--- src/rtl/core/gls_pkg.sv ---
package gls_pkg;

  localparam int GRID_WIDTH_DEF  = 64;
  localparam int GRID_HEIGHT_DEF = 64;
  localparam int COORD_W         = 6;
  localparam int DIST_W          = 8;
  localparam int ERR_W           = COORD_W + 3;

  // Item kinds on the mode field
  localparam logic MODE_WRITE = 1'b0;
  localparam logic MODE_QUERY = 1'b1;

  typedef logic [COORD_W-1:0]      coord_t;
  typedef logic [DIST_W-1:0]       dist_t;
  typedef logic signed [ERR_W-1:0] err_t;

  typedef enum logic [1:0] {
    ST_CLEAR,
    ST_IDLE,
    ST_WALK,
    ST_DONE
  } state_t;

  // Current walker position and line constants
  typedef struct packed {
    coord_t x;
    coord_t y;
    err_t   err;
    coord_t dx;
    coord_t dy;
    logic   sx_neg;
    logic   sy_neg;
  } step_in_t;

  // Position and error term after one step
  typedef struct packed {
    coord_t x;
    coord_t y;
    err_t   err;
  } step_out_t;

endpackage

--- src/rtl/core/gls_step.sv ---
module gls_step (
  input  gls_pkg::step_in_t  cur,
  output gls_pkg::step_out_t nxt
);
  import gls_pkg::*;

  logic signed [ERR_W:0] e2;
  logic signed [ERR_W:0] dx_s;
  logic signed [ERR_W:0] dy_s;
  logic signed [ERR_W:0] err_w;
  logic signed [ERR_W:0] err_sum;
  logic                  step_x;
  logic                  step_y;

  assign dx_s  = $signed({4'b0000, cur.dx});
  assign dy_s  = $signed({4'b0000, cur.dy});
  assign err_w = $signed({cur.err[ERR_W-1], cur.err});
  assign e2    = $signed({cur.err, 1'b0});

  // Bresenham decision: advance x, y or both
  assign step_x = e2 > -dy_s;
  assign step_y = e2 < dx_s;

  assign err_sum = err_w - (step_x ? dy_s : '0) + (step_y ? dx_s : '0);

  always_comb begin
    nxt.err = $signed(err_sum[ERR_W-1:0]);
    nxt.x   = cur.x;
    nxt.y   = cur.y;
    if (step_x) begin
      nxt.x = cur.sx_neg ? cur.x - coord_t'(1) : cur.x + coord_t'(1);
    end
    if (step_y) begin
      nxt.y = cur.sy_neg ? cur.y - coord_t'(1) : cur.y + coord_t'(1);
    end
  end

endmodule
--- config.mk ---
export PLATFORM = sky130hd
export DESIGN_NAME = gls_step
export DESIGN_NICKNAME = d
export VERILOG_FILES = /design/src/rtl/core/gls_pkg.sv /design/src/rtl/core/gls_step.sv
export SDC_FILE = /design/constraint.sdc
export NUM_CORES = 1
export LEC_CHECK = 0
export ABC_AREA = 1
export BUFFER_PORTS_ARGS = -buffer_cell sky130_fd_sc_hd__buf_2
export CAP_MARGIN = 0
export CORE_ASPECT_RATIO = 0.5
export CORE_UTILIZATION = 40
export DETAILED_ROUTE_END_ITERATION = 12
export PLACE_DENSITY = 0.65
export SYNTH_ARGS = -nofsm -noshare
export SYNTH_HDL_FRONTEND = slang
export SYNTH_SLANG_ARGS = --single-unit
--- constraint.sdc ---
create_clock -name vclk -period 9.88
set_input_delay 1.976 -clock vclk [all_inputs]
set_output_delay 1.976 -clock vclk [all_outputs]
set_load 0.1 [all_outputs]
After elaboration in Yosys (flattened, before gate mapping) --
Cells that the tools add are included.
Operators by class: add/subtract/negate cells 7, $lt $le $gt $ge 2, muxes and demuxes 6
Operators by type and width (count):
- $mux 6 | 6
- $add 6x1->6 const B | 2
- $sub 6x1->6 const B | 2
- $gt 10x10->1 | 1
- $lt 10x7->1 | 1
- $neg 6->10 | 1
- $add 9x6->9 | 1
- $sub 9x7->9 | 1
Storage, ports and cells: flip-flop bits (word level) 0, input bits 35

Logic depth before layout (Yosys ltp) --
Gate-level depths: netlist of run 1.
depth after elaboration 5, mapped depth 24, depth with buffers taken out 23

Worst setup path before layout of run 1 --
No wires, ideal clock.
path kind input -> output, start point input port cur[2] (netlist name), end point output port nxt[6] (netlist name), arrival 6511 ps, slack 1393 ps, stages on the path 18, path through inv_1 ha_1 nand2_1 nor3_1 ha_1 nand2_2 inv_1 a21oi_2 nand3_1 nand2_2 nand3_2 buf_6 nor2_1 fa_1 fa_1 o21ai_0 a21oi_1 xnor2_1
RTL lines:
- from (decl) | line gls_step.sv:2 | input gls_pkg::step_in_t cur,
- to (decl) | line gls_step.sv:3 | output gls_pkg::step_out_t nxt

==> metrics.yaml, run 1 <==
cells_and_area:
  fill_cells: 428
  clock_buffers: 0
  seqCellArea_um2: 0
  multiInputGateArea_um2: 1440
  syn_to_final_growth_pct: 20.2
  final_area_um2: 2000
  seq_cells: 0
  drive_gt1_share_pct: 21.8
  antenna_cells: 0
  fin_cells: 375
  nets: 398
  post-route-util_pct: 50.8
floorplan:
  core-area_um2: 3940
  die-height_um: 47.6
  dieWidth_um: 93.3
  std_cell_rows: 16
  start_util_pct: 42.2
  dieArea_um2: 4440
  io_pins: 56
clocking:
  post_cts_buffers: 0
  ctsHoldBuffers: 0
  cts_resized: 0
routing:
  wl_per_cell_um: 9.54
  num_vias: 1738
  route.detailed.drc: 0
  drt_wl_total_um: 3580
  drt_iter0_drc: 40
  viasPerCell: 4.63
  dr.pass1.iters: 4
  ant_nets: 0
placement:
  dpl.cell_count: 375
  gp_congestion: 0.779
  numPortBuffers: 56
  detailed_place.area_um2: 2000
  dpl.hpwl_um: 3330
  dp_slack_ps: 1780
timing:
  tightest_slew_ps: 487
  worst_hold_slack_ps: 4430
  setup_viol: 0
  finalHoldViolations: 0
  tns_ps: 0
  setup_slack_ps: 1800
  rsz0062_at_grt: "false"
  finalCritPeriodShare_pct: 81.7
  max_freq_ghz: 0.124
  layout_min_cycle_time_ps: 8080
  slew_viol_final: 0
  slew-limit-headroom_pct: 67.8
synth:
  synth_area_um2: 1670
  synthTopCellsByCount: "66 x nand2_1, 57 x inv_1, 32 x ha_1, 18 x nand3_1"
  synth_top_area_share_pct: 24.0
  ys_top_cells_by_area: "ha_1 24%, nand2_1 15%, inv_1 13%"
  ys_types: 25
  synth_largest_area_cell: "ha_1"
  synth_cells: 266
  avgSynthCellArea_um2: 6.26
  ys_seq_area_share_pct: 0
  synth.most_common_cell: "nand2_1"
  ys_warn_count: 0
  syn-num-nets: 341
flow_run:
  drv_cap: 0
critical_path:
  cp-startpoint: "cur[2]"
  end_kind: "primary output"
  path_class: "in2out"
  cp_slowest_cell: "fa_1"
  start_kind: "input pin"
  endpoint: "nxt[8]"
  slowest_delay_ps: 490
  crit_chain: "buf_2, inv_1, ha_1, nand2_1, xor2_1, ha_1, nand2_1, nor2_1, nand3_1, nand4_2, nand3_2, nor2_1, fa_1, fa_1, o21ai_0, nand4_1, nand3_1, xnor2_1, buf_2"
  critPathMaxFanout: 12
  crit_arrival_ps: 6100
  required_ps: 7900
grt:
  grt_overflow: 0
  grt_first_pass_wirelength_um: 5960
  track_usage_pct: 16.4
  grt_max_degree: 13
  antenna_found_initial: 0
  grt_pass1_vias: 1484
status:
  outcome: "finished, final reports clean"
worst_hold_path:
  hold_class: "in2out"
  hold_start: "cur[26]"
power:
  p_leak_nw: 1.25
  ir_worst_vdd_mv: 0.0657
  power_uw: 304
  power_density_nw_per_um2: 152
report_power, final:
part / total (mW) / internal, mW / switching (mW)
registers: 0 / 0 / 0
clock network: 0 / 0 / 0
logic: 0.304 / 0.0625 / 0.242
total: 0.304 / 0.0625 / 0.242
placed cells by master, fill, tap and decap left out:
cell type and count:
a21o_1 1, a21oi_1 14, a21oi_2 1, buf_2 56
fa_1 8, ha_1 32, inv_1 57, inv_2 1
nand2_1 66, nand2_2 5, nand3_1 18, nand3_2 2
nand3b_1 2, nand4_1 12, nand4_2 1, nor2_1 14
nor2_2 1, nor2_4 1, nor3_1 3, nor3_2 1
o21ai_0 3, o21bai_1 2, or2_2 1, xnor2_1 7
xor2_1 12
how the worst min path moves through the flow:
stage | end | slack (ps) | cells after the start
CTS | nxt[12] | 4440 | 4
finish | nxt[12] | 4430 | 4
global placement | nxt[11] | 4430 | 4
global route | nxt[12] | 4450 | 4
detailed placement | nxt[12] | 4430 | 4
floorplan | nxt[0] | 4500 | 1
critical path: cells and delay by family:
family / cells / cell delay [ps]
adders and majority gates: 4 / 1440
and+or+nand+nor: 9 / 1390
AOI/OAI and AO/OA: 1 / 390
xor gates and xnor gates: 2 / 280
buffers and inverters: 3 / 640
logic make-up after synthesis:
family	synth area share [%]
and+or+nand+nor	35.6
buffers and inverters	13.7
adders and majority gates	33.7
AOI/OAI and AO/OA	6.99
xor gates and xnor gates	9.99
final cells by class:
class                      count  area share, %
timing repair buffer          56           14.0
multi-input combinational    207           71.8
tap                           54           3.38
inverter                      58           10.9
metal layers:
| layer | track usage (%) | part of all wire (%) |
|---|---|---|
| met4 | 0 | 0 |
| met1 | 22.3 | 53 |
| met2 | 32.4 | 45 |
| met3 | 0.159 | 2.1 |
| met5 | 0 | 0 |
Note: power is estimated with default switching activity, not from simulation.
==> run 2, diff against run 1 <==
- ABC_AREA: 1 -> 0
- PLACE_DENSITY: 0.65 -> 0.68
- clock period: 9.88 -> 6.9 ns (I/O delays scaled with it)
==> run 2 against run 1 <==
  * Wire length up 7.3%
  * Flip-flop and latch count unchanged
  * Count of clock-buffer cells in the layout did not move
  * Global-route usage grew 1.4 points
  * First-iteration DRC count fell by 20%
  * Highest routed layer unchanged
  * Cell count decreased by 11%
  * Die area down 2.1%
==> metrics.yaml, run 2 <==
power:
  power_density_nw_per_um2: 248
  ir_worst_vdd_mv: 0.110
  power_uw: 618
  p_leak_nw: 1.30
cells_and_area:
  seq_cells: 0
  drive_gt1_share_pct: 42.8
  final_common_cell: "buf_2"
  layout_common_cells: "46 x buf_2, 38 x inv_1, 27 x ha_1, 19 x buf_4, 14 x nand2_1"
  nets: 360
  antenna_cells: 0
  final_area_um2: 2490
  syn_to_final_growth_pct: 52.8
  clock_buffers: 0
  seqCellArea_um2: 0
grt:
  grt_overflow: 0
  grt_max_degree: 12
  grt_first_pass_wirelength_um: 6200
  antenna_found_initial: 0
  track_usage_pct: 17.8
  grt_pass1_vias: 1478
placement:
  dpl.hpwl_um: 3380
  numPortBuffers: 56
  detailed_place.area_um2: 2350
  gp_congestion: 0.888
critical_path:
  crit_arrival_ps: 5480
  cp_slowest_cell: "or4_4"
  end_kind: "primary output"
  start_kind: "input pin"
  required_ps: 5520
  crit_chain: "buf_6, inv_12, ha_4, nand2b_4, nor2_4, xor2_1, ha_1, o21ai_2, nor2_2, o41ai_4, nand3b_1, o211a_1, and2_4, fa_1, inv_1, ha_4, a21o_1, a21oi_2, o21ai_2, or4_4, o311ai_4, xnor2_4, buf_12"
  crit_family: "compound AO/OA/AOI/OAI gates"
  crit_buf_inv: 4
  critPathMaxFanout: 4
  slowest_delay_ps: 540
  path_class: "in2out"
routing:
  num_vias: 1610
  dr.pass1.iters: 4
  drt_wl_total_um: 3840
  wl_per_cell_um: 11.5
  ant_nets: 0
  drt_iter0_drc: 32
  route.detailed.drc: 0
  viasPerCell: 4.82
status:
  outcome: "finished, final reports clean"
worst_hold_path:
  min_path_cells: 3
  hold_start: "cur[28]"
  min_to: "nxt[14]"
  hold_class: "in2out"
floorplan:
  die-height_um: 47.1
  dieWidth_um: 92.3
  dieArea_um2: 4350
  std_cell_rows: 15
  io_pins: 56
  core-area_um2: 3660
  start_util_pct: 44.5
synth:
  synth_cells: 210
  ys_warn_count: 0
  syn-num-nets: 285
  ys_types: 40
  ys_top_cells_by_area: "ha_1 25%, xnor2_1 10%, fa_1 9.8%"
  avgSynthCellArea_um2: 7.76
  synth_area_um2: 1630
  ys_seq_area_share_pct: 0
  synth.most_common_cell: "inv_1"
  synthTopCellsByCount: "40 x inv_1, 32 x ha_1, 19 x xnor2_1, 16 x nand2_1, 12 x a21oi_1"
  synth_top_area_share_pct: 24.6
  synth_largest_area_cell: "ha_1"
timing:
  finalHoldViolations: 0
  slew_viol_final: 0
  tightest_slew_ps: 494
  setup_viol: 0
  max_freq_ghz: 0.146
  finalCritPeriodShare_pct: 99.4
  layout_min_cycle_time_ps: 6860
  rsz0062_at_grt: "true"
  slew-limit-headroom_pct: 67.3
clocking:
  ctsHoldBuffers: 0
flow_run:
  drv_cap: 0
-- run 2: layer usage --
layer  routed length, µm  up-vias  GRT usage, %
li1                    -      857             -
met1                1850      730          23.1
met2                1920       23          36.0
met3                  72        0         0.971
met4                   0        0         0.313
met5                   0        -             0
-- run 2: final cells by class --
type / count / area (µm²)
timing repair buffer: 76 / 562
inverter: 40 / 165
tap: 51 / 63.8
multi-input combinational: 167 / 1700
fill: 294 / 1170
-- run 2: per-stage QoR --
step                setup TNS, ps  setup WS (ps)  utilization [%]  std cells  hold WS [ps]
floorplan                    -652           -341                -        210          3080
CTS                         -47.8          -47.8             65.5        334          3190
finish                          0           44.3             68.0        334          3190
global placement            -44.5          -44.5             64.1        333          3180
detailed placement           -188           -139             64.1        333          3190
global route                 -242           -173             68.0        334          3200
-- run 2: power breakdown --
| group | leakage (nW) | switching, mW | internal, mW | total (mW) |
|---|---|---|---|---|
| registers | 0 | 0 | 0 | 0 |
| logic | 1.30 | 0.392 | 0.225 | 0.618 |
| clock network | 0 | 0 | 0 | 0 |
| total | 1.30 | 0.392 | 0.225 | 0.618 |
-- run 2: logic make-up (layout without fill, tap and decap cells) --
group | after synthesis | in the layout | share of synthesized area (%)
simple gates | 55 | 55 | 18.0
compound gates | 40 | 40 | 17.4
fa+ha+maj | 40 | 40 | 34.4
buf+inv | 43 | 116 | 11.1
xor+xnor | 25 | 25 | 13.4
mux | 7 | 7 | 5.61
-- run 2: what timing repair did --
action	CTS	global route
buffers inserted	1	0
pin swaps	7	4
setup endpoints to repair	3	3
resized for setup	12	13
-- run 2: tightest hold or removal path: stages --
cell,delay (ps)
buf_2,80
xnor2_1,60
buf_2,280
-- run 2: worst max path at each step --
stage            from  cells after the start      to  slack (ps)
2_1_floorplan  cur[2]                     20  nxt[8]        -340
3_3_place_gp   cur[3]                     22  nxt[7]         -40
3_5_place_dp   cur[3]                     23  nxt[7]        -140
4_1_cts        cur[2]                     20  nxt[7]         -50
5_1_grt        cur[3]                     23  nxt[7]        -170
6_report       cur[3]                     23  nxt[7]          40
